==> src/rtl/core/spd_pkg.sv <==
// Shared types and constants for the servo packet deframer.
package spd_pkg;

  localparam int QDEPTH = 4;
  localparam int QAW    = $clog2(QDEPTH);
  localparam int QCW    = $clog2(QDEPTH + 1);

  localparam int VALUE_W = 28;
  localparam int OUT_W   = 72;

  typedef enum logic [1:0] {
    KIND_START = 2'd0,
    KIND_HEAD  = 2'd1,
    KIND_DATA  = 2'd2,
    KIND_LAST  = 2'd3
  } kind_t;

  typedef struct packed {
    kind_t      kind;
    logic [7:0] data;
  } item_t;

  typedef struct packed {
    logic full;
    logic empty;
  } q_stat_t;

endpackage

==> src/rtl/core/spd_front.sv <==
// Front end: accepts received bytes, tracks packet position, tags each kept byte.
module spd_front (
  input  logic               clk,
  input  logic               rst,
  input  logic               s_axis_tvalid,
  output logic               s_axis_tready,
  input  logic [7:0]         s_axis_tdata,   // [7:0] rx_byte
  input  spd_pkg::q_stat_t   q_stat,
  output logic               push,
  output spd_pkg::item_t     push_item
);

  logic [2:0] count;
  logic [2:0] count_next;
  logic [2:0] len;
  logic [2:0] len_next;
  logic       accept;

  assign s_axis_tready = !q_stat.full;
  assign accept        = s_axis_tvalid && s_axis_tready;

  always_comb begin
    count_next     = count;
    len_next       = len;
    push           = 1'b0;
    push_item.kind = spd_pkg::KIND_DATA;
    push_item.data = s_axis_tdata;
    if (accept) begin
      if (!s_axis_tdata[7]) begin
        push           = 1'b1;
        push_item.kind = spd_pkg::KIND_START;
        count_next     = 3'd1;
        len_next       = 3'd0;
      end else if (count != 3'd0) begin
        push       = 1'b1;
        count_next = count + 3'd1;
        if (count == 3'd1) begin
          push_item.kind = spd_pkg::KIND_HEAD;
          len_next       = 3'd4 + {1'b0, s_axis_tdata[6:5]};
        end else if (count + 3'd1 == len) begin
          push_item.kind = spd_pkg::KIND_LAST;
          count_next     = 3'd0;
          len_next       = 3'd0;
        end
      end
    end
  end

  always_ff @(posedge clk) begin
    if (rst) begin
      count <= 3'd0;
      len   <= 3'd0;
    end else begin
      count <= count_next;
      len   <= len_next;
    end
  end

endmodule

==> src/rtl/core/spd_queue.sv <==
// Small FIFO of tagged bytes between the front end and the back end.
module spd_queue (
  input  logic               clk,
  input  logic               rst,
  input  logic               push,
  input  spd_pkg::item_t     push_item,
  input  logic               pop,
  output spd_pkg::item_t     pop_item,
  output spd_pkg::q_stat_t   q_stat
);

  spd_pkg::item_t                  slots [spd_pkg::QDEPTH];
  logic [spd_pkg::QAW-1:0]         wr_ptr;
  logic [spd_pkg::QAW-1:0]         rd_ptr;
  logic [spd_pkg::QCW-1:0]         fill;

  assign pop_item     = slots[rd_ptr];
  assign q_stat.empty = (fill == '0);
  assign q_stat.full  = (fill == spd_pkg::QCW'(spd_pkg::QDEPTH));

  always_ff @(posedge clk) begin
    if (push) begin
      slots[wr_ptr] <= push_item;
    end
  end

  always_ff @(posedge clk) begin
    if (rst) begin
      wr_ptr <= '0;
      rd_ptr <= '0;
      fill   <= '0;
    end else begin
      if (push) begin
        wr_ptr <= wr_ptr + 1'b1;
      end
      if (pop) begin
        rd_ptr <= rd_ptr + 1'b1;
      end
      if (push && !pop) begin
        fill <= fill + 1'b1;
      end else if (pop && !push) begin
        fill <= fill - 1'b1;
      end
    end
  end

endmodule

==> src/rtl/core/spd_back.sv <==
// Back end: accumulates header, checksum and data groups; holds the result item.
module spd_back (
  input  logic                        clk,
  input  logic                        rst,
  input  spd_pkg::item_t              pop_item,
  input  spd_pkg::q_stat_t            q_stat,
  output logic                        pop,
  output logic                        m_axis_tvalid,
  input  logic                        m_axis_tready,
  // [6:0] node_id, [11:7] func_code, [12] checksum_ok,
  // [40:13] signed_value, [68:41] unsigned_value, [71:69] data_groups
  output logic [spd_pkg::OUT_W-1:0]   m_axis_tdata
);

  logic [6:0]                  node;
  logic [4:0]                  func;
  logic [7:0]                  sum;
  logic [2:0]                  groups;
  logic [spd_pkg::VALUE_W-1:0] sval;
  logic [spd_pkg::VALUE_W-1:0] uval;

  logic [6:0]                  res_node;
  logic [4:0]                  res_func;
  logic                        res_ok;
  logic [spd_pkg::VALUE_W-1:0] res_sval;
  logic [spd_pkg::VALUE_W-1:0] res_uval;
  logic [2:0]                  res_groups;

  logic [7:0] d;
  logic       is_last;

  assign d       = pop_item.data;
  assign is_last = (pop_item.kind == spd_pkg::KIND_LAST);
  assign pop     = !q_stat.empty && (!is_last || !m_axis_tvalid || m_axis_tready);

  assign m_axis_tdata = {res_groups, res_uval, res_sval, res_ok, res_func, res_node};

  always_ff @(posedge clk) begin
    if (pop) begin
      unique case (pop_item.kind)
        spd_pkg::KIND_START: begin
          node <= d[6:0];
          sum  <= d;
        end
        spd_pkg::KIND_HEAD: begin
          func   <= d[4:0];
          sum    <= sum + d;
          groups <= 3'd0;
        end
        spd_pkg::KIND_DATA: begin
          sum    <= sum + d;
          groups <= groups + 3'd1;
          if (groups == 3'd0) begin
            sval <= {{(spd_pkg::VALUE_W-7){d[6]}}, d[6:0]};
            uval <= {{(spd_pkg::VALUE_W-7){1'b0}}, d[6:0]};
          end else begin
            sval <= {sval[spd_pkg::VALUE_W-8:0], d[6:0]};
            uval <= {uval[spd_pkg::VALUE_W-8:0], d[6:0]};
          end
        end
        spd_pkg::KIND_LAST: begin
          res_node   <= node;
          res_func   <= func;
          res_ok     <= (sum[6:0] == d[6:0]);
          res_sval   <= sval;
          res_uval   <= uval;
          res_groups <= groups;
        end
      endcase
    end
  end

  always_ff @(posedge clk) begin
    if (rst) begin
      m_axis_tvalid <= 1'b0;
    end else if (pop && is_last) begin
      m_axis_tvalid <= 1'b1;
    end else if (m_axis_tready) begin
      m_axis_tvalid <= 1'b0;
    end
  end

endmodule

==> src/rtl/core/servo_packet_deframer.sv <==
// Top level of the servo packet deframer.
// Takes one received byte per cycle and returns one result item for each complete
// packet (node id, function code, checksum flag, data value signed and unsigned,
// group count). The front end tags bytes and drops stray continuation bytes; a
// four-entry queue feeds the back end, which keeps a running checksum and shifts in
// one 7-bit group per cycle while it pops data bytes. Sustained rate is one byte per
// cycle, set by the single accumulate step per byte in the back end; a result item is
// registered once its last byte is popped from the queue. Input stalls only when the
// queue fills behind a stalled output.
module servo_packet_deframer (
  input  logic                       clk,
  input  logic                       rst,
  input  logic                       s_axis_tvalid,
  output logic                       s_axis_tready,
  input  logic [7:0]                 s_axis_tdata,   // [7:0] rx_byte
  output logic                       m_axis_tvalid,
  input  logic                       m_axis_tready,
  // [6:0] node_id, [11:7] func_code, [12] checksum_ok,
  // [40:13] signed_value, [68:41] unsigned_value, [71:69] data_groups
  output logic [spd_pkg::OUT_W-1:0]  m_axis_tdata
);

  logic               push;
  logic               pop;
  spd_pkg::item_t     push_item;
  spd_pkg::item_t     pop_item;
  spd_pkg::q_stat_t   q_stat;

  spd_front u_front (
    .clk           (clk),
    .rst           (rst),
    .s_axis_tvalid (s_axis_tvalid),
    .s_axis_tready (s_axis_tready),
    .s_axis_tdata  (s_axis_tdata),
    .q_stat        (q_stat),
    .push          (push),
    .push_item     (push_item)
  );

  spd_queue u_queue (
    .clk       (clk),
    .rst       (rst),
    .push      (push),
    .push_item (push_item),
    .pop       (pop),
    .pop_item  (pop_item),
    .q_stat    (q_stat)
  );

  spd_back u_back (
    .clk           (clk),
    .rst           (rst),
    .pop_item      (pop_item),
    .q_stat        (q_stat),
    .pop           (pop),
    .m_axis_tvalid (m_axis_tvalid),
    .m_axis_tready (m_axis_tready),
    .m_axis_tdata  (m_axis_tdata)
  );

  a_pop_not_empty: assert property (@(posedge clk) disable iff (rst)
    pop |-> !q_stat.empty)
    else $error("pop from empty queue");

  a_push_not_full: assert property (@(posedge clk) disable iff (rst)
    push |-> !q_stat.full)
    else $error("push into full queue");

  a_reset_empty: assert property (@(posedge clk)
    $past(rst) |-> q_stat.empty && !m_axis_tvalid)
    else $error("queue or output not cleared by reset");

  a_group_range: assert property (@(posedge clk) disable iff (rst)
    m_axis_tvalid |-> (m_axis_tdata[71:69] != 3'd0) && (m_axis_tdata[71:69] <= 3'd4))
    else $error("data group count out of range");

  a_full_width: assert property (@(posedge clk) disable iff (rst)
    m_axis_tvalid && (m_axis_tdata[71:69] == 3'd4) |->
      m_axis_tdata[40:13] == m_axis_tdata[68:41])
    else $error("four-group values differ");

endmodule

==> config.mk <==
export PLATFORM = sky130hd
export DESIGN_NAME = servo_packet_deframer
export DESIGN_NICKNAME = d
export VERILOG_FILES = /design/src/rtl/core/spd_pkg.sv /design/src/rtl/core/spd_front.sv /design/src/rtl/core/spd_queue.sv /design/src/rtl/core/spd_back.sv /design/src/rtl/core/servo_packet_deframer.sv
export SDC_FILE = /design/constraint.sdc
export NUM_CORES = 1
export LEC_CHECK = 0
export BUFFER_PORTS_ARGS = -buffer_cell sky130_fd_sc_hd__buf_2
export CORE_MARGIN = 2
export CORE_UTILIZATION = 35
export DETAILED_ROUTE_END_ITERATION = 8
export PLACE_DENSITY = 0.5
export SYNTH_ARGS = -nofsm -noshare
export SYNTH_HDL_FRONTEND = slang
export SYNTH_HIERARCHICAL = 1
export SYNTH_SLANG_ARGS = --single-unit
export TNS_END_PERCENT = 50
==> constraint.sdc <==
create_clock -name clk -period 3.93 [get_ports clk]
set_clock_uncertainty 0.2 [all_clocks]
set_input_delay 0.786 -clock clk [delete_from_list [all_inputs] [get_ports clk]]
set_output_delay 0.786 -clock clk [all_outputs]
set_load 0.05 [all_outputs]
Yosys cells after proc, flatten, opt, wreduce, memory -nomap -nowiden --
Memories as Yosys holds them, arrays and structs flattened. A register that Yosys moved wholly into a read port is not among the register bits. Index checks and enable logic that the tools add are counted. Widths: inputs -> output; s select.
Word-level totals: register bits after elaboration 165, RAM bits 40, bits of input ports 12, output and inout bits 74, logic and storage cells 94, memories 1
Operators by class: add/subtract/negate cells 8, equality and inequality tests 9, multiplexer cells 27, reduce and logical (&&, ||, !) cells 30
Memories:
- u_queue.slots | depth 4, bits a word 10, rd ports 1, clocked after Yosys merged registers in 1, wr ports 1, line spd_queue.sv:12 | spd_pkg::item_t slots [spd_pkg::QDEPTH];
Operators with widths (count):
- $mux 3 | 10
- $mux 28 | 1
- $pmux 8 s2 | 1
- $reduce_and 2->1 | 7
- $mux 2 | 6
- $add 3x1->3 const B | 3
- $add 8x8->8 | 1
- $mux 1 | 8
- $reduce_bool 2->1 | 4
- $eq 7x7->1 | 1
- $logic_not 1->1 | 6
- $logic_not 3->1 | 2
- $pmux 3 s2 | 1
- $logic_and 1x1->1 | 5
- $add 2x1->2 const B | 2
- $eq 2x2->1 const B | 2
- $add 3x2->3 const A | 1
- $eq 3x1->1 const B | 1
- $eq 3x3->1 | 1
- $eq 3x3->1 const B | 1
- $ne 3x1->1 const B | 1
- $reduce_and 3->1 | 1
- $reduce_bool 3->1 | 1
- $sub 3x1->3 const B | 1
- 5 further kinds | 6

Depth between registers and ports, before layout --
depth after elaboration 8, mapped depth 11, depth with buffers taken out 10

Modules after synthesis --
The synthesis kept the hierarchy.
Modules (own cells, without submodules):
- spd_back | times used 1, cells each 290, area an instance 5092.4 um2, sequential area each 4103.9 um2
- spd_queue | times used 1, cells each 96, area an instance 1871.8 um2, sequential area each 1381.3 um2
- spd_front | times used 1, cells each 57, area an instance 500.5 um2, sequential area each 120.1 um2

Worst setup path before layout --
OpenSTA, ideal clock, no wires.
path kind flip-flop to flip-flop, start point register with a tool-made name, end point register u_back.res_func[0] (enable), setup time 430 ps, arrival time 3220 ps, required time 3300 ps, path slack 80 ps, stages on the path, launching flop included 6, path buffers 1, period minus slack after synthesis 3850 ps, path through dfxtp_1 > buf_6 > mux4_2 > ha_1 > a21oi_1 > and2_1
RTL lines:
- end signal, assigned | line spd_back.sv:63 | res_func <= func;
- end, declared | line spd_back.sv:23 | logic [4:0] res_func;

==> results.md <==
* Outcome: finished, final reports clean
* Vias per inst at 4.49
* Clock buffer depth at 2
* Leak at 3.20 nW
* HP Class: reg2reg
* Syn Inst Count at 437
* Critical path required time at 4.09 ns
* Final setup margin at 0.792 ns
* Final Max Slew Viols at 0
* Clock Sink Count at 188
* Power per cell area at 872 mW/mm^2
* TritonCTS clock tree: yes
* Grt total ovfl at 0
* First-pass GRT wire length at 19.1 mm
* Effective utilization at floorplan at 35.9%
* Crit-path cells: mux4_2, ha_1, a21oi_1, inv_1, ha_1, inv_1, fa_1, xor2_1, or3_1, a21oi_1
* Share of cells above drive strength 1 at 27.3%
* RSZ-0062 raised after global routing: false
* Wirelength per Cell at 15.0 um
* Seq. cell area at 0.00549 mm^2
* CORE AREA at 0.0204 mm^2
* First DRT Iteration DRCs at 162
* Clock latency on the worst-skew pair at 0.42 ns
* DRT Pass-1 Iters at 4
* Critical Path AT at 3.29 ns
* Share of the clock period used by the worst path at 79.9%
* Cell Rows at 52
* Fmax at 319 MHz
* HPWL Detailed at 8.08 mm
* CP max-delay cell: dfxtp_1
* DR vias at 3610
* CTS root buf: clkbuf_16
* Final WL at 12.0 mm
* Worst R2R Setup Slack at 0.79 ns
* Max incr delay on CP at 0.71 ns
* CTS-repair resized insts at 0
* Total Nets Final at 556
* Min-Delay Startpoint: u_back/node[0]
* Post-CTS Setup Bufs at 0
* Initial antenna violation count at 0
* Largest net degree at the start of global routing at 66
* Cell depth of the worst flop-to-flop path at 10
* Synthesis Warnings at 6
* Cts hold-fix bufs at 0
* DRC at 0
* Final hold vios at 0
* I/O Buffers at 85
* Relative slew slack at 40.7%
* Vias in the first global route at 3641
* Critical Path Source Type: flip-flop
* Total negative slack at 0 ns
* CP Max Fanout at 9
* P&R area growth vs syn at 17.2%
* Crit Reg-Reg Endpoint: u_queue/fill[2]
* Setup CP Type: reg2reg
* Footprint of the multi-input gates at 0.00158 mm^2
* Placer Congestion at 0.779
* Die Y-Extent at 149 um
* Hold path depth at 0
* GRT Util Overall at 11.4%
* Mapped cell area at 0.00731 mm^2
* Die width at 149 um
* DP Worst Slack at 0.760 ns
* Fillers at 1874
* WHS Endpoint: u_back/res_node[0]
* Setup violations, final at 0
* Antenna fix cells at 0
* Slew @ Worst Pin at 0.887 ns
* Post-Syn Nets at 472
* H-tree Lvls at 4
* Max_cap viols at 0
* CP Capture Type: flip-flop
* Worst vdd ir at 0.310 mV
* Post-route ant nets at 0
* Post-layout util at 42.1%
* Num ports at 86
* CTS Buf Count at 17
* Die Footprint at 0.0221 mm^2
* Min cycle time layout at 3.14 ns
* Worst-path clk slew at 0.08 ns
* Mean Syn Cell Area at 16.7 um^2
worst max-delay path by stage:
stage | slack [ns] | end | cells past startpoint
finish | 0.79 | u_queue/fill[2] | 10
global route | 0.57 | u_back/sum[2] | 5
CTS | 0.74 | u_queue/fill[2] | 10
detailed placement | 0.76 | u_queue/fill[2] | 10
global placement | 0.85 | u_back/sum[3] | 5
floorplan | 0.09 | u_back/res_func[0] | 5
layout make-up:
class	instances	area share, %
Clock buffer	17	4.96
Clock inverter	15	1.97
Inverter	25	1.09
Multi-Input combinational cell	199	18.4
Sequential cell	188	64.0
Tap cell	270	3.94
Timing Repair Buffer	90	5.69
power breakdown:
part | switching [mW] | internal [mW]
Sequential | 0.227 | 3.01
Clock | 0.827 | 0.861
Combinational | 1.77 | 0.779
flip-flops by register name, summed over array words and instances (netlist names), named ones only:
register and flops:
u_back/res_ok 1, u_back/res_sval 28, u_back/node 7, u_queue/rd_ptr 2
u_back/res_uval 21, u_back/groups 3, u_queue/slots 36, u_back/sum 7
u_front/len 3, u_back/uval 21, u_back/res_groups 3, u_back/sval 28
u_back/func 5, u_back/m_axis_tvalid 1, u_back/res_func 5, u_front/count 3
u_queue/fill 3, u_queue/wr_ptr 2, u_back/res_node 7
stage by stage:
stage               cell area, um^2  hold slack (ns)  total power, mW  instances
detailed placement             7980            0.205             5.88        772
finish                         8570            0.220             7.48        804
global route                   8570            0.228             7.89        804
CTS                            8570            0.222             7.58        804
global placement               7980            0.203             5.83        772
floorplan                      7310            0.200             5.25        437
critical path: cells and delay by family (launching register included):
kind / cells / cell delay [ns]
flip-flops: 1 / 0.71
multiplexers: 1 / 0.64
adder cells (fa/ha/maj): 3 / 0.63
AO/OA/AOI/OAI: 2 / 0.34
AND/OR/NAND/NOR: 1 / 0.32
buffers and inverters: 2 / 0.14
XOR/XNOR: 1 / 0.08
cells in the final DEF (no fill, tap or decap), drive strengths merged, types with 4 or more instances in the layout:
| cell | count |
|---|---|
| buf | 90 |
| nand2 | 49 |
| inv | 34 |
| mux2i | 6 |
| xor2 | 6 |
| and2 | 25 |
| nor2 | 10 |
| dfxtp | 16 |
| mux4 | 9 |
| clkinv | 5 |
| ha | 21 |
| xnor2 | 5 |
| clkbuf | 17 |
| nor2b | 6 |
| o21ai | 4 |
| edfxtp | 172 |
| nand2b | 5 |
| a21oi | 10 |
metal layers:
metal	up-vias	wire length (um)	GRT usage, %	share of wire [%]
met5	-	0	0	0
met4	0	112	4.14	0.93
met3	8	577	3.10	4.8
met2	86	6020	19.1	50
met1	1763	5340	14.3	44
li1	1753	-	-	-
No activity file was read; power rests on OpenSTA's default activity.
